==> src/rtl/wav_header_stream_parser_defines.svh <==
// ----------------------------------------------------------------------------
// WAV header stream parser: assertion macros
// Shared property wrappers, clocked on clk and disabled while rst_n is low.
// ----------------------------------------------------------------------------
`ifndef WAV_HEADER_STREAM_PARSER_DEFINES_SVH
`define WAV_HEADER_STREAM_PARSER_DEFINES_SVH

// Same-cycle implication.
`define WHSP_ASSERT_IMP(lbl, ante, cons, msg) \
  lbl: assert property (@(posedge clk) disable iff (!rst_n) (ante) |-> (cons)) \
    else $error(msg);

// Next-cycle implication.
`define WHSP_ASSERT_NXT(lbl, ante, cons, msg) \
  lbl: assert property (@(posedge clk) disable iff (!rst_n) (ante) |=> (cons)) \
    else $error(msg);

`endif

==> src/rtl/whsp_pkg.sv <==
// ----------------------------------------------------------------------------
// WAV header stream parser package
// Transfer types, parse phase codes, field codes and header field lengths.
// ----------------------------------------------------------------------------
package whsp_pkg;

  typedef struct packed {
    logic [7:0] in_byte;
    logic       start_of_file;
  } in_item_t;

  typedef struct packed {
    logic [4:0]  field_code;
    logic [31:0] field_value;
    logic        is_last;
  } out_item_t;

  // Input register toward the parser.
  typedef struct packed {
    logic     valid;
    in_item_t item;
  } stage_t;

  // Parser result toward the output register.
  typedef struct packed {
    logic      valid;
    out_item_t item;
  } result_t;

  // Parse phases; phases 0 through PH_HDR_LAST are the fixed header fields.
  localparam logic [4:0] PH_RIFF_ID  = 5'd0;
  localparam logic [4:0] PH_HDR_LAST = 5'd10;
  localparam logic [4:0] PH_CHUNKID  = 5'd11;
  localparam logic [4:0] PH_LISTSIZE = 5'd12;
  localparam logic [4:0] PH_INFO     = 5'd13;
  localparam logic [4:0] PH_TAG      = 5'd14;
  localparam logic [4:0] PH_NODELEN  = 5'd15;
  localparam logic [4:0] PH_NODEBYTE = 5'd16;
  localparam logic [4:0] PH_PAD      = 5'd17;
  localparam logic [4:0] PH_DATAID   = 5'd18;
  localparam logic [4:0] PH_DATASIZE = 5'd19;
  localparam logic [4:0] PH_PAYLOAD  = 5'd20;
  localparam logic [4:0] PH_DONE     = 5'd21;

  // Two-byte header fields (header codes equal their phase).
  localparam logic [4:0] FC_FORMAT   = 5'd5;
  localparam logic [4:0] FC_CHANNELS = 5'd6;
  localparam logic [4:0] FC_ALIGN    = 5'd9;
  localparam logic [4:0] FC_BITS     = 5'd10;

  // Field codes beyond the header fields (header codes equal their phase).
  localparam logic [4:0] FC_INFO_TYPE = 5'd11;
  localparam logic [4:0] FC_NODE_TAG  = 5'd12;
  localparam logic [4:0] FC_NODE_LEN  = 5'd13;
  localparam logic [4:0] FC_NODE_BYTE = 5'd14;
  localparam logic [4:0] FC_DATA_SIZE = 5'd15;
  localparam logic [4:0] FC_DATA_BYTE = 5'd16;
  localparam logic [4:0] FC_CHUNK_ID  = 5'd17;

  localparam logic [31:0] ID_LIST       = 32'h5453_494C;
  localparam logic [31:0] LIST_TYPE_LEN = 32'd4;
  localparam logic [33:0] NODE_HDR_LEN  = 34'd8;

  // Byte count of each header field.
  function automatic logic [2:0] hdr_len(input logic [4:0] ph);
    logic [2:0] len;
    case (ph)
      FC_FORMAT, FC_CHANNELS, FC_ALIGN, FC_BITS: len = 3'd2;
      default:                                   len = 3'd4;
    endcase
    return len;
  endfunction

endpackage

==> src/rtl/whsp_in_stage.sv <==
// ----------------------------------------------------------------------------
// WAV header stream parser: input register
// Holds one incoming byte until the parser consumes it.
// ----------------------------------------------------------------------------
module whsp_in_stage (
  input  logic               clk,
  input  logic               rst_n,
  input  logic               in_valid,
  output logic               in_stall,
  input  whsp_pkg::in_item_t in_data,
  input  logic               consume,
  output whsp_pkg::stage_t   stg
);
  import whsp_pkg::*;

  logic     valid_r;
  in_item_t item_r;
  logic     load;

  // Refill whenever the held byte is empty or leaves this cycle.
  assign load     = !valid_r || consume;
  assign in_stall = !load;

  always_ff @(posedge clk) begin
    if (!rst_n) begin
      valid_r <= 1'b0;
    end else if (load) begin
      valid_r <= in_valid;
    end
  end

  always_ff @(posedge clk) begin
    if (load && in_valid) begin
      item_r <= in_data;
    end
  end

  assign stg.valid = valid_r;
  assign stg.item  = item_r;

endmodule

==> src/rtl/whsp_parser.sv <==
// ----------------------------------------------------------------------------
// WAV header stream parser: field parser
// Phase register, little-endian field assembly and the list, node and data
// byte counters; one byte is handled per cycle while out_ready is high.
// ----------------------------------------------------------------------------
`include "wav_header_stream_parser_defines.svh"

module whsp_parser (
  input  logic              clk,
  input  logic              rst_n,
  input  whsp_pkg::stage_t  stg,
  input  logic              out_ready,
  output logic              consume,
  output whsp_pkg::result_t res
);
  import whsp_pkg::*;

  logic [4:0]  phase_r, phase_nxt;
  logic [1:0]  bif_r, bif_nxt;
  logic [31:0] shift_r, shift_nxt;
  logic [31:0] list_r, list_nxt;
  logic [31:0] node_r, node_nxt;
  logic [31:0] data_r, data_nxt;

  logic        sof;
  logic [7:0]  b;
  logic [4:0]  cur_phase, eff_phase;
  logic [1:0]  cur_bif;
  logic [31:0] cur_shift, cur_list, cur_node, cur_data;
  logic [31:0] acc;
  logic [2:0]  need_len;
  logic        fdone;
  logic        pad_skip;
  logic        is_take;
  logic [33:0] node_cost;
  logic [31:0] node_dec, data_dec;
  logic        emit;
  logic [4:0]  code;
  logic [31:0] value;
  logic        last;

  assign consume = stg.valid && out_ready;
  assign sof     = stg.item.start_of_file;
  assign b       = stg.item.in_byte;

  always_comb begin
    // Start of file restarts from a clean state with this byte.
    cur_phase = sof ? PH_RIFF_ID : phase_r;
    cur_bif   = sof ? 2'd0 : bif_r;
    cur_shift = sof ? '0 : shift_r;
    cur_list  = sof ? '0 : list_r;
    cur_node  = sof ? '0 : node_r;
    cur_data  = sof ? '0 : data_r;

    phase_nxt = cur_phase;
    bif_nxt   = cur_bif;
    shift_nxt = cur_shift;
    list_nxt  = cur_list;
    node_nxt  = cur_node;
    data_nxt  = cur_data;
    emit      = 1'b0;
    code      = cur_phase;
    last      = 1'b0;
    pad_skip  = 1'b0;
    eff_phase = cur_phase;

    // Zero padding eats list bytes; the first nonzero byte opens a tag or id.
    if (cur_phase == PH_PAD) begin
      if (b == 8'd0) begin
        pad_skip = 1'b1;
        list_nxt = (cur_list == '0) ? '0 : cur_list - 32'd1;
      end else begin
        eff_phase = (cur_list != '0) ? PH_TAG : PH_DATAID;
        phase_nxt = eff_phase;
      end
    end

    need_len  = (eff_phase <= PH_HDR_LAST) ? hdr_len(eff_phase) : 3'd4;
    acc       = cur_shift | ({24'd0, b} << {cur_bif, 3'b000});
    value     = acc;
    fdone     = ({1'b0, cur_bif} + 3'd1) >= need_len;
    is_take   = !pad_skip && (eff_phase <= PH_DATASIZE) &&
                (eff_phase != PH_NODEBYTE) && (eff_phase != PH_PAD);
    node_cost = {2'b00, acc} + NODE_HDR_LEN;
    node_dec  = cur_node - 32'd1;
    data_dec  = cur_data - 32'd1;

    if (is_take) begin
      if (fdone) begin
        shift_nxt = '0;
        bif_nxt   = 2'd0;
      end else begin
        shift_nxt = acc;
        bif_nxt   = cur_bif + 2'd1;
      end
    end

    if (!pad_skip) begin
      case (eff_phase)
        PH_CHUNKID: begin
          if (fdone) begin
            phase_nxt = (acc == ID_LIST) ? PH_LISTSIZE : PH_DATASIZE;
            emit      = 1'b1;
            code      = FC_CHUNK_ID;
          end
        end
        PH_LISTSIZE: begin
          if (fdone) begin
            list_nxt  = (acc >= LIST_TYPE_LEN) ? acc - LIST_TYPE_LEN : '0;
            phase_nxt = PH_INFO;
          end
        end
        PH_INFO: begin
          if (fdone) begin
            phase_nxt = (cur_list != '0) ? PH_TAG : PH_DATAID;
            emit      = 1'b1;
            code      = FC_INFO_TYPE;
          end
        end
        PH_TAG: begin
          if (fdone) begin
            phase_nxt = PH_NODELEN;
            emit      = 1'b1;
            code      = FC_NODE_TAG;
          end
        end
        PH_NODELEN: begin
          if (fdone) begin
            node_nxt  = acc;
            // Clamp the list count at zero on overrun.
            list_nxt  = ({2'b00, cur_list} >= node_cost) ?
                        cur_list - node_cost[31:0] : '0;
            phase_nxt = (acc != '0) ? PH_NODEBYTE : PH_PAD;
            emit      = 1'b1;
            code      = FC_NODE_LEN;
          end
        end
        PH_NODEBYTE: begin
          node_nxt  = node_dec;
          phase_nxt = (node_dec == '0) ? PH_PAD : PH_NODEBYTE;
          emit      = 1'b1;
          code      = FC_NODE_BYTE;
          value     = {24'd0, b};
        end
        PH_DATAID: begin
          if (fdone) begin
            phase_nxt = PH_DATASIZE;
            emit      = 1'b1;
            code      = FC_CHUNK_ID;
          end
        end
        PH_DATASIZE: begin
          if (fdone) begin
            data_nxt  = acc;
            phase_nxt = (acc != '0) ? PH_PAYLOAD : PH_DONE;
            emit      = 1'b1;
            code      = FC_DATA_SIZE;
          end
        end
        PH_PAYLOAD: begin
          data_nxt  = data_dec;
          phase_nxt = (data_dec == '0) ? PH_DONE : PH_PAYLOAD;
          last      = (data_dec == '0);
          emit      = 1'b1;
          code      = FC_DATA_BYTE;
          value     = {24'd0, b};
        end
        default: begin
          // Fixed header fields advance one phase each; anything else parks.
          if (eff_phase <= PH_HDR_LAST) begin
            if (fdone) begin
              phase_nxt = eff_phase + 5'd1;
              emit      = 1'b1;
              code      = eff_phase;
            end
          end else begin
            phase_nxt = PH_DONE;
          end
        end
      endcase
    end
  end

  always_ff @(posedge clk) begin
    if (!rst_n) begin
      phase_r <= PH_RIFF_ID;
      bif_r   <= 2'd0;
      shift_r <= '0;
      list_r  <= '0;
      node_r  <= '0;
      data_r  <= '0;
    end else if (consume) begin
      phase_r <= phase_nxt;
      bif_r   <= bif_nxt;
      shift_r <= shift_nxt;
      list_r  <= list_nxt;
      node_r  <= node_nxt;
      data_r  <= data_nxt;
    end
  end

  assign res.valid            = consume && emit;
  assign res.item.field_code  = code;
  assign res.item.field_value = value;
  assign res.item.is_last     = last;

  `WHSP_ASSERT_IMP(a_node_count_live, phase_r == PH_NODEBYTE, node_r != '0, "node count empty")
  `WHSP_ASSERT_IMP(a_data_count_live, phase_r == PH_PAYLOAD, data_r != '0, "data count empty")
  `WHSP_ASSERT_NXT(a_last_parks, res.valid && res.item.is_last, phase_r == PH_DONE, "not parked")

endmodule

==> src/rtl/whsp_out_stage.sv <==
// ----------------------------------------------------------------------------
// WAV header stream parser: output register
// Holds one result until the downstream side takes the transfer.
// ----------------------------------------------------------------------------
`include "wav_header_stream_parser_defines.svh"

module whsp_out_stage (
  input  logic                clk,
  input  logic                rst_n,
  input  whsp_pkg::result_t   res,
  output logic                out_ready,
  output logic                out_valid,
  input  logic                out_stall,
  output whsp_pkg::out_item_t out_data
);
  import whsp_pkg::*;

  logic      valid_r;
  out_item_t item_r;

  assign out_ready = !valid_r || !out_stall;

  always_ff @(posedge clk) begin
    if (!rst_n) begin
      valid_r <= 1'b0;
    end else if (out_ready) begin
      valid_r <= res.valid;
    end
  end

  always_ff @(posedge clk) begin
    if (out_ready && res.valid) begin
      item_r <= res.item;
    end
  end

  assign out_valid = valid_r;
  assign out_data  = item_r;

  `WHSP_ASSERT_IMP(a_last_on_payload, valid_r && item_r.is_last,
                   item_r.field_code == FC_DATA_BYTE, "last flag off payload")

endmodule

==> src/rtl/wav_header_stream_parser.sv <==
// ----------------------------------------------------------------------------
// WAV header stream parser
// Byte-serial RIFF/WAVE header walker with LIST walking and payload output.
// ----------------------------------------------------------------------------
// Takes one file byte per cycle while out_stall does not hold the output and
// reports each completed header field, the chunk ids, the LIST info type and
// nodes, the data size and every payload byte (the last flagged), at most one
// result per byte. A byte is registered on its input transfer, parsed by the
// combinational phase and counter update once the output register can take
// a result, and its result is then registered in the output register; a new
// byte can enter while the last is parsed. start_of_file restarts the parse.
module wav_header_stream_parser (
  input  logic                clk,
  input  logic                rst_n,
  input  logic                in_valid,
  output logic                in_stall,
  input  whsp_pkg::in_item_t  in_data,
  output logic                out_valid,
  input  logic                out_stall,
  output whsp_pkg::out_item_t out_data
);
  import whsp_pkg::*;

  stage_t  stg;
  result_t res;
  logic    consume;
  logic    out_ready;

  whsp_in_stage u_in_stage (
    .clk      (clk),
    .rst_n    (rst_n),
    .in_valid (in_valid),
    .in_stall (in_stall),
    .in_data  (in_data),
    .consume  (consume),
    .stg      (stg)
  );

  whsp_parser u_parser (
    .clk       (clk),
    .rst_n     (rst_n),
    .stg       (stg),
    .out_ready (out_ready),
    .consume   (consume),
    .res       (res)
  );

  whsp_out_stage u_out_stage (
    .clk       (clk),
    .rst_n     (rst_n),
    .res       (res),
    .out_ready (out_ready),
    .out_valid (out_valid),
    .out_stall (out_stall),
    .out_data  (out_data)
  );

endmodule
==> config.mk <==
export PLATFORM = sky130hd
export DESIGN_NAME = wav_header_stream_parser
export DESIGN_NICKNAME = d
export VERILOG_FILES = /design/src/rtl/whsp_pkg.sv /design/src/rtl/whsp_in_stage.sv /design/src/rtl/whsp_parser.sv /design/src/rtl/whsp_out_stage.sv /design/src/rtl/wav_header_stream_parser.sv
export VERILOG_INCLUDE_DIRS = /design/src /design/src/rtl
export SDC_FILE = /design/constraint.sdc
export NUM_CORES = 1
export LEC_CHECK = 0
export ABC_CLOCK_PERIOD_IN_PS = 12000
export BUFFER_PORTS_ARGS = -buffer_cell sky130_fd_sc_hd__buf_2
export CORE_MARGIN = 3
export CORE_UTILIZATION = 55
export DETAILED_ROUTE_END_ITERATION = 6
export HOLD_SLACK_MARGIN = 0.02
export PLACE_DENSITY = 0.69
export REMOVE_ABC_BUFFERS = 1
export SYNTH_ARGS = -nofsm -noshare
export SYNTH_HDL_FRONTEND = slang
export SYNTH_SLANG_ARGS = --single-unit
==> constraint.sdc <==
create_clock -name clk -period 12 [get_ports clk]
set_clock_uncertainty 0.05 [all_clocks]
set_input_delay 0 -clock clk [delete_from_list [all_inputs] [get_ports clk]]
set_output_delay 0 -clock clk [all_outputs]
set_load 0.02 [all_outputs]
# After elaboration in Yosys (flattened, before gate mapping)
# Cells that the tools add are included.
[op_classes]
reduce_logical = 25
n_div = 0
n_mul = 0
muxes = 63
n_shift = 1
n_addsub = 9
n_eq_ne = 17
bitwise = 2
n_lt_le_gt_ge = 5
[ops]
columns = ["operator", "count"]
rows = [
  ["two-way mux 32 bit", 20],
  ["case mux 32 bit (2 select lines)", 3],
  ["two-way mux 5 bit", 23],
  ["zero test 32 bit", 3],
  ["subtractor 32 x 1 -> 32 bit (second input constant)", 3],
  ["nonzero test 32 bit", 2],
  ["case mux 5 bit (9 select lines)", 1],
  ["case mux 5 bit (8 select lines)", 1],
  ["== test 5 x 4 -> 1 bit (second input constant)", 7],
  [">= comparator 32 x 34 -> 1 bit", 1],
  ["adder 32 x 4 -> 33 bit (second input constant)", 1],
  ["== test 32 x 31 -> 1 bit (second input constant)", 1],
  [">= comparator 32 x 3 -> 1 bit (second input constant)", 1],
  ["bitwise OR 32 bit", 1],
  ["left shift 8 x 5 -> 32 bit", 1],
  ["subtractor 32 x 3 -> 32 bit (second input constant)", 1],
  ["subtractor 32 bit", 1],
  ["== test 5 bit (second input constant)", 5],
  ["== test 5 x 3 -> 1 bit (second input constant)", 2],
  ["!= test 5 bit (second input constant)", 2],
  ["two-way mux 1 bit", 9],
  ["zero test 8 bit", 1],
  ["logical AND 1 bit", 7],
  ["two-way mux 2 bit", 3],
  ["other kinds (14)", 22],
]
[word_totals]
ff_bits = 184
wordCells = 135
mem_bits_ro = 0
inputBits = 13
latchBits = 0
ramBits = 0
n_memories = 0

# Logic depth before layout (Yosys ltp)
# Gate-level depths: netlist of run 1.
[depth]
ltp_word = 16
depth_mapped = 25

# Hierarchy
# From an unflattened synthesis of run 1, not the netlist that was laid out.
[hier_totals]
cells_unflattened = 2158
hier_area_um2 = 15912.8
[by_module_without_submodules]
columns = ["mod", "area_each_um2", "cells_each", "n_inst", "seq_area_each_um2"]
rows = [
  ["whsp_parser", 14405.1, 2101, 1, 2702.6],
  ["whsp_out_stage", 1182.4, 43, 1, 1161.1],
  ["whsp_in_stage", 325.3, 14, 1, 290.3],
]

# Worst setup path after synthesis of run 1
# OpenSTA, ideal clock, no wires.
[synth_timing]
path_kind = "reg2reg"
from = "register u_in_stage.item_r, in the netlist u_in_stage.stg[0]"
to = "register u_out_stage.item_r, in the netlist u_out_stage.out_data[0], enable pin"
required_time_ns = 11.502
slack_ns = 5.947
synth_period_minus_slack_ns = 6.053
setup_time_ns = 0.448
arrival_time_ns = 5.555
stages_incl_launch_ff = 19
cell_sequence = "edfxtp_1 -> buf_2 -> inv_2 -> buf_4 -> buf_2 -> clkbuf_1 -> buf_1 -> nand2_1 -> ha_1 -> o21ai_1 -> o21ai_2 -> buf_2 -> a21boi_0 -> ha_1 -> clkbuf_1 -> a41oi_1 -> o21ai_1 -> o31ai_1 -> a21oi_1"
[synth_via]
elab_chain_len = 16
[synth_rtl]
columns = ["element", "line_no", "text"]
rows = [
  ["start: declaration", "whsp_in_stage.sv:17", "in_item_t item_r;"],
  ["start signal: assignment", "whsp_in_stage.sv:34", "item_r <= in_data;"],
  ["two-way mux 32 bit", "whsp_parser.sv:51", "cur_list = sof ? '0 : list_r;"],
  ["nonzero test 32 bit", "whsp_parser.sv:73", "eff_phase = (cur_list != '0) ? PH_TAG : PH_DATAID;"],
  ["two-way mux 5 bit", "whsp_parser.sv:73", ""],
  ["two-way mux 5 bit", "whsp_parser.sv:69", "if (b == 8'd0) begin"],
  ["two-way mux 5 bit", "whsp_parser.sv:68", "if (cur_phase == PH_PAD) begin"],
  ["== test 5 x 3 -> 1 bit / == test 5 x 4 -> 1 bit (equally long branches)", "whsp_pkg.sv:67", "case (ph)"],
  ["OR reduction 4 bit", "whsp_pkg.sv:67", ""],
  ["two-way mux 3 bit", "whsp_pkg.sv:67", ""],
  ["two-way mux 3 bit", "whsp_parser.sv:78", "need_len = (eff_phase <= PH_HDR_LAST) ? hdr_len(eff_phase) : 3'd4;"],
  [">= comparator 3 bit", "whsp_parser.sv:81", "fdone = ({1'b0, cur_bif} + 3'd1) >= need_len;"],
  ["two-way mux 1 bit", "-", ""],
  ["two-way mux 1 bit", "whsp_parser.sv:170", "if (eff_phase <= PH_HDR_LAST) begin"],
  ["case mux 1 bit (3 select lines)", "whsp_parser.sv:99", "case (eff_phase)"],
  ["two-way mux 1 bit *", "whsp_parser.sv:98", "if (!pad_skip) begin"],
  ["logical AND 1 bit *", "whsp_parser.sv:202", "assign res.valid = consume && emit;"],
  ["logical AND 1 bit *", "whsp_out_stage.sv:32", "if (out_ready && res.valid) begin"],
  ["end signal: assignment", "whsp_out_stage.sv:33", "item_r <= res.item;"],
  ["end: declaration", "whsp_out_stage.sv:19", "out_item_t item_r;"],
]
# Every way passes the cells marked *; elsewhere a longest branch is shown, timed or not.
# A chain may end at the register's enable or synchronous reset.

# Worst setup path in the final report of run 1
[layout_timing]
from = "register u_in_stage.item_r, in the netlist u_in_stage.stg[0]"
to = "register u_parser.list_r[16]"
[layout_via]
elab_chain_len = 13
[layout_rtl]
columns = ["element", "line_no", "text"]
rows = [
  ["parallel branches: the longest is 12 deep, another holds adder 32 x 4 -> 33 bit", "-", ""],
  ["two-way mux 32 bit *", "whsp_parser.sv:98", ""],
  ["end signal: assignment", "whsp_parser.sv:196", "list_r <= list_nxt;"],
  ["end: declaration", "whsp_parser.sv:21", "logic [31:0] list_r, list_nxt;"],
]
# Every way passes the cells marked *.

==> results_dict.tcl, run 1 <==
set metrics [dict create \
    status "finished, violations left" \
    failed_checks "DRC" \
    synthTopCellsByArea "dfxtp_1 17%, edfxtp_1 8.9%, o21ai_0 5.5%" \
    crit_family "simple AND/OR/NAND/NOR gates" \
    tightest_slew_ns 1.23 \
    wl_per_cell_um 25.3 \
    period_share 0.595 \
    drc 1 \
    clockRootBuffer "clkbuf_16" \
    core_region_area_um2 28000 \
    cts.clk_slew.worst_paths_ns 0.09 \
    power_density_nw_per_um2 97.7 \
    vias 17500 \
    slowest_delay_ns 0.66 \
    rr_endpoint "u_parser.list_r[16]$_SDFFE_PN0P_" \
    ant_nets 0 \
    post_cts_buffers 0 \
    crit_arrival_ns 7.47 \
    ff_latch_area_um2 4150 \
    startpoint "u_in_stage.stg[0]$_DFFE_PP_" \
    area_growth_pct 7.68 \
    synthesis.area_um2 15800 \
    finalMaxSlewViolations 0 \
    cp.depth 21 \
    grt_pass1_wl_um 97300 \
    internal_power_mw 1.07 \
    routed_via_density 7.02 \
    cts_buffers 17 \
    peakVddDrop_v 0.0000856 \
    grt_util_all_layers 0.400 \
    cts_resized 0 \
    ys.flop_type "dfxtp_1" \
    endpoint_kind "flip-flop" \
    syn_inst 2128 \
    routed_wl_um 63000 \
    start_kind "flip-flop" \
    ys_ff_latch 184 \
    synth_cell_types 99 \
    p_seq_frac 0.401 \
    gp_congestion 1.05 \
    crit_type "flip-flop to flip-flop" \
    setup_viol 0 \
    dieArea_um2 30800 \
    drt_iter0_markers 2587 \
    first_global_vias 16600 \
    drive_gt1_frac 0.0886 \
    finalCriticalPeriod_ns 7.14 \
    holdCritPathClass "input port to flip-flop" \
    slowest_stage "nor4b_2" \
    ys_warn_count 0 \
    r2r_start "u_in_stage.stg[0]$_DFFE_PP_" \
    syn_avg_cell_area_um2 7.42 \
    floorplan.initialDensity 0.564 \
    cts_buffer_depth 2 \
    die_w_um 175 \
    path_cells "buf_12 -> inv_2 -> buf_4 -> o21ai_0 -> nor4b_2 -> nand4_1 -> nor2_1 -> nand4_1 -> xor2_1 -> ha_1 -> and3_1 -> nand4_1 -> or4_1 -> o21ai_1 -> nor2_1 -> a21oi_2 -> buf_4 -> and2_1 -> nand2_1 -> and4_1 -> nor3_1" \
    htree_levels 4 \
    n_antenna_cell 0 \
    fmax_mhz 140 \
    wl_met2_um 28900 \
    grt_overflow_total 0 \
    final_nets 2163 \
    yosysTopAreaCellShare 0.174 \
    rows 61 \
    slew_headroom 0.177 \
    cp_max_fo 153 \
    postCtsHoldBufs 12 \
    yosysSeqAreaShare 0.263 \
    clock-sinks 184 \
    critPathRequiredTime_ns 12.33 \
    cp_common_cell "nand4_1" \
    hpwlAfterDp_um 44600 \
    finalHoldViolCount 0 \
    reg2reg_depth 21 \
    r2r_setup_slack_ns 4.86 \
    antenna_found_initial 1 \
    nFillCells 2737 \
    async_flop_share 0 \
    chipHeight_um 175 \
    synth_top_cell_by_area "dfxtp_1" \
    fin_total_pwr_mw 1.66 \
    clockPowerShare 0.376 \
    switchingPower_mw 0.589 \
    endpoint "u_parser.list_r[16]$_SDFFE_PN0P_" \
    pwr-share-comb 0.223 \
    cts_tree "built" \
    maxCapViolCount 0 \
    wl_met3_um 6590 \
    grt_max_degree 154 \
    crit_buf_inv 4 \
    highest_layer "met4" \
    port_buffers 52 \
    rsz0062_at_grt "no" \
    p_leak_nw 6.27 \
    synth-edff-count 47 \
    clock_latency_ns 0.47 \
    yosysMostFrequentCell "nor2_1" \
    multiInputGateArea_um2 10800 \
    setup-tns-final_ns 0 \
    firstDrtPassIters 7 \
    switching_share 0.354 \
    met1Wirelength_um 23100 \
    synth.top_cells.by_count "198 x nor2_1, 196 x nand2_1, 174 x o21ai_0, 160 x a21oi_1, 137 x dfxtp_1" \
    boundaryPins 53 \
]
-- cell type report --
class                      count  share of cell area
tap                          378              0.0278
timing repair buffer         110              0.0434
inverter                      46              0.0102
multi-input combinational   1739               0.637
clock buffer                  18              0.0265
clock inverter                14              0.0112
sequential                   184               0.244
-- registers in the layout (all words and copies together), names as in the netlist --
signal / count
u_out_stage.out_data: 38
u_parser.data_r: 32
u_parser.list_r: 32
u_parser.node_r: 32
u_parser.shift_r: 32
u_in_stage.stg: 9
u_parser.phase_r: 5
u_parser.bif_r: 2
u_in_stage.valid_r: 1
u_out_stage.out_valid: 1
-- cell usage in the layout (no fill, tap or decap), drive strengths merged, types with 47 or more instances in the layout --
cell type	count
nor2	201
nand2	196
o21ai	191
a21oi	162
dfxtp	137
nor2b	99
buf	98
a22oi	96
xnor2	81
nor3	77
nand3	52
inv	52
ha	51
edfxtp	47
-- worst min path at each step --
stage	end	slack, ns	cells after the start	from
3_3_place_gp	u_in_stage.stg[2]$_DFFE_PP_	0.13	1	in_data[2]
2_1_floorplan	u_in_stage.stg[0]$_DFFE_PP_	0.05	0	in_data[0]
3_5_place_dp	u_in_stage.stg[6]$_DFFE_PP_	0.13	1	in_data[6]
4_1_cts	u_parser.list_r[24]$_SDFFE_PN0P_	0.11	4	rst_n
5_1_grt	u_parser.list_r[5]$_SDFFE_PN0P_	0.14	3	rst_n
6_report	u_parser.list_r[5]$_SDFFE_PN0P_	0.12	3	rst_n
-- power by group through the flow --
stage / Sequential [mW] / Clock (mW) / Combinational (mW)
after floorplan: 0.681 / 0 / 0.235
after global placement: 0.678 / 0 / 0.352
after detailed placement: 0.678 / 0 / 0.354
after CTS: 0.664 / 0.626 / 0.359
after global routing: 0.666 / 0.649 / 0.398
final: 0.666 / 0.625 / 0.371
-- metal layers --
layer	up-vias	global-route usage
met4	0	0.235
li1	7834	-
met3	293	0.0759
met2	1165	0.657
met5	-	0
met1	8172	0.490
-- logic make-up (layout without fill, tap and decap cells) --
family | Yosys count | in the layout | synth area share
simple gates | 817 | 817 | 0.264
buf+inv | 205 | 188 | 0.0540
mux | 6 | 6 | 0.00404
fa+ha+maj | 52 | 52 | 0.0417
flops | 184 | 184 | 0.263
compound gates | 740 | 740 | 0.304
xor+xnor | 124 | 124 | 0.0688
-- through the flow --
stage / area, um2 / util / instances / hold WS (ns) / setup WS [ns]
floorplan: 15100 / - / 1969 / 0.0489 / 3.03
detailed placement: 16200 / 0.580 / 2445 / 0.131 / 5.19
finish: 17000 / 0.607 / 2489 / 0.125 / 4.86
global placement: 16200 / 0.580 / 2445 / 0.128 / 5.24
global route: 17000 / 0.607 / 2489 / 0.142 / 4.65
CTS: 17000 / 0.607 / 2489 / 0.107 / 5.13
-- worst reg2reg max path, stage by stage (launching register included) --
cell,delay [ns]
edfxtp_1,0.42
buf_12,0.28
inv_2,0.50
buf_4,0.65
o21ai_0,0.69
nor4b_2,0.67
nand4_1,0.35
nor2_1,0.31
nand4_1,0.16
xor2_1,0.24
ha_1,0.42
and3_1,0.29
nand4_1,0.11
or4_1,0.40
o21ai_1,0.17
nor2_1,0.08
a21oi_2,0.14
buf_4,0.30
and2_1,0.41
nand2_1,0.08
and4_1,0.18
nor3_1,0.17
Power figures use the tool's default switching activity.
==> inputs of run 2 (changes only) <==
--- a/config.mk
+++ b/config.mk
@@ -6,13 +6,13 @@
 export SDC_FILE = /design/constraint.sdc
 export NUM_CORES = 1
 export LEC_CHECK = 0
-export ABC_CLOCK_PERIOD_IN_PS = 12000
+export ABC_CLOCK_PERIOD_IN_PS = 5800
 export BUFFER_PORTS_ARGS = -buffer_cell sky130_fd_sc_hd__buf_2
 export CORE_MARGIN = 3
 export CORE_UTILIZATION = 55
 export DETAILED_ROUTE_END_ITERATION = 6
 export HOLD_SLACK_MARGIN = 0.02
-export PLACE_DENSITY = 0.69
+export PLACE_DENSITY = 0.72
 export REMOVE_ABC_BUFFERS = 1
 export SYNTH_ARGS = -nofsm -noshare
 export SYNTH_HDL_FRONTEND = slang
==> constraint.sdc (replaced) <==
create_clock -name clk -period 5.8 [get_ports clk]
set_clock_uncertainty 0.05 [all_clocks]
set_input_delay 0 -clock clk [delete_from_list [all_inputs] [get_ports clk]]
set_output_delay 0 -clock clk [all_outputs]
set_load 0.02 [all_outputs]
==> results_dict.tcl, run 2 (same netlist as run 1, synthesis figures left out) <==
set metrics [dict create \
    fmax_mhz 182 \
    start_kind "flip-flop" \
    drive_gt1_frac 0.106 \
    cp_common_cell "nor2_1" \
    cts_buffers 17 \
    crit_family "simple AND/OR/NAND/NOR gates" \
    cts.clk_slew.worst_paths_ns 0.09 \
    period_share 0.950 \
    r2r_start "u_parser.bif_r[0]$_SDFFE_PN0P_" \
    critPathRequiredTime_ns 6.13 \
    finalHoldViolCount 0 \
    r2r_setup_slack_ns 0.29 \
    peakVddDrop_v 0.000152 \
    finalCoreUtilization 0.621 \
    tightest_slew_ns 1.38 \
    nFillCells 2586 \
    cp_max_fo 31 \
    holdCritPathClass "input port to flip-flop" \
    chipHeight_um 175 \
    grt_pass1_wl_um 98400 \
    rows 61 \
    fin_total_pwr_mw 3.52 \
    finish.instance_area_um2 17400 \
    grt_overflow_total 0 \
    boundaryPins 53 \
    failed_checks "DRC" \
    clock-sinks 184 \
    port_buffers 52 \
    setup_viol 0 \
    antenna_found_initial 3 \
    final_nets 2205 \
    rsz0062_at_grt "no" \
    finalCriticalPeriod_ns 5.51 \
    p_leak_nw 6.51 \
    clock_latency_ns 0.46 \
    die_w_um 175 \
    grt_max_degree 92 \
    hpwlAfterDp_um 47300 \
    ant_nets 0 \
    setup-tns-final_ns 0 \
    routed_wl_um 65100 \
    dieArea_um2 30800 \
    maxCapViolCount 0 \
    slew_headroom 0.0703 \
    reg2reg_depth 17 \
    cts_buffer_depth 2 \
    largest_reg_flops 38 \
    core_region_area_um2 28000 \
    floorplan.initialDensity 0.564 \
    hp-start "rst_n" \
    first_global_vias 16400 \
    finalMaxSlewViolations 0 \
    status "finished, violations left" \
    routed_via_density 7.08 \
    gp_congestion 1.09 \
    drt_iter0_markers 2803 \
    firstDrtPassIters 7 \
    cts_tree "built" \
    crit_type "flip-flop to flip-flop" \
    power_density_nw_per_um2 202 \
    slowest_delay_ns 0.79 \
    min_delay_path_depth 3 \
    htree_levels 4 \
    dpl_cell_area_um2 16600 \
    path_cells "buf_4 -> and3b_1 -> nor2_1 -> nor2_1 -> nand3_1 -> xnor2_1 -> ha_1 -> nand4_2 -> or4_1 -> or4_1 -> o21ai_1 -> nor2_1 -> a21oi_4 -> and2_1 -> nand2_1 -> and4_1 -> nor3_1" \
    vias 17900 \
    endpoint_kind "flip-flop" \
    crit_buf_inv 1 \
    slowest_stage "nor2_1" \
    grt_util_all_layers 0.409 \
    crit_arrival_ns 5.84 \
    clockRootBuffer "clkbuf_16" \
    wl_per_cell_um 25.7 \
    drc 28 \
    whs_endpoint "u_parser.node_r[2]$_SDFFE_PN0P_" \
    cp.depth 17 \
    area_growth_pct 10.1 \
    rr_endpoint "u_parser.list_r[16]$_SDFFE_PN0P_" \
    final_cell_mix "196 x nand2_1, 196 x nor2_1, 174 x o21ai_0, 158 x a21oi_1, 137 x dfxtp_1" \
]
==> run 2: cell count changes in the layout (fill, tap and decap cells not counted), moves of 2 or more <==
| cell | before | now |
|---|---|---|
| buf_4 | 45 | 84 |
| buf_12 | 1 | 3 |
| bufinv_16 | 0 | 2 |
| clkinv_8 | 7 | 5 |
| inv_4 | 0 | 2 |
| inv_6 | 2 | 0 |
| inv_8 | 3 | 5 |
==> run 2: area by class of cell <==
type                       instances  area [um2]  area share
clock buffer                      18         429      0.0247
sequential                       184        4150       0.239
clock inverter                    14         220      0.0127
timing repair buffer             152        1080      0.0623
multi-input combinational       1739       10800       0.624
antenna                            1        2.50    0.000144
inverter                          46         175      0.0101
tap                              378         473      0.0272
==> run 2: what timing repair did <==
action | in CTS | in global routing
endpoints found under the hold margin | 11 | 0
hold buffers | 12 | 0
setup endpoints to repair | 0 | 19
gates resized for setup | 0 | 5
buffers inserted | 0 | 1
==> run 2: layer usage <==
layer,vias to the layer above,track usage,part of all wire
li1,7914,-,-
met1,8391,0.498,0.36
met2,1312,0.654,0.45
met3,305,0.0895,0.11
met4,4,0.267,0.080
met5,-,0,0.00032
==> run 2: worst register-to-register path: stages (launching register included) <==
cell     delay (ns)
dfxtp_1        0.39
buf_4          0.33
and3b_1        0.30
nor2_1         0.05
nor2_1         0.79
nand3_1        0.19
xnor2_1        0.18
ha_1           0.40
nand4_2        0.19
or4_1          0.62
or4_1          0.52
o21ai_1        0.16
nor2_1         0.10
a21oi_4        0.31
and2_1         0.42
nand2_1        0.08
and4_1         0.19
nor3_1         0.16
==> run 2: worst max path at each step <==
stage	startpoint	to	slack, ns
after floorplan	u_in_stage.stg[0]$_DFFE_PP_	u_out_stage.out_data[0]$_SDFFCE_PP0P_	-3.17
after global placement	u_in_stage.stg[0]$_DFFE_PP_	u_parser.list_r[12]$_SDFFE_PN0P_	0.28
after detailed placement	u_in_stage.stg[0]$_DFFE_PP_	u_parser.list_r[0]$_SDFFE_PN0P_	0.23
after CTS	u_in_stage.stg[0]$_DFFE_PP_	u_parser.list_r[0]$_SDFFE_PN0P_	0.20
after global routing	u_in_stage.stg[0]$_DFFE_PP_	u_parser.list_r[16]$_SDFFE_PN0P_	0.04
final	u_parser.bif_r[0]$_SDFFE_PN0P_	u_parser.list_r[16]$_SDFFE_PN0P_	0.29
==> run 2: through the flow <==
step | setup WS (ns) | hold slack, ns | std cells
6_report | 0.292 | 0.180 | 2532
2_1_floorplan | -3.17 | 0.0489 | 1969
3_3_place_gp | 0.282 | 0.127 | 2486
3_5_place_dp | 0.231 | 0.129 | 2486
4_1_cts | 0.200 | 0.173 | 2530
5_1_grt | 0.0434 | 0.188 | 2531
==> run 2: where the power goes <==
| part | total [mW] | internal (mW) | switching (mW) |
|---|---|---|---|
| clock network | 1.32 | 0.675 | 0.648 |
| registers | 1.37 | 1.34 | 0.0324 |
| logic | 0.821 | 0.277 | 0.545 |
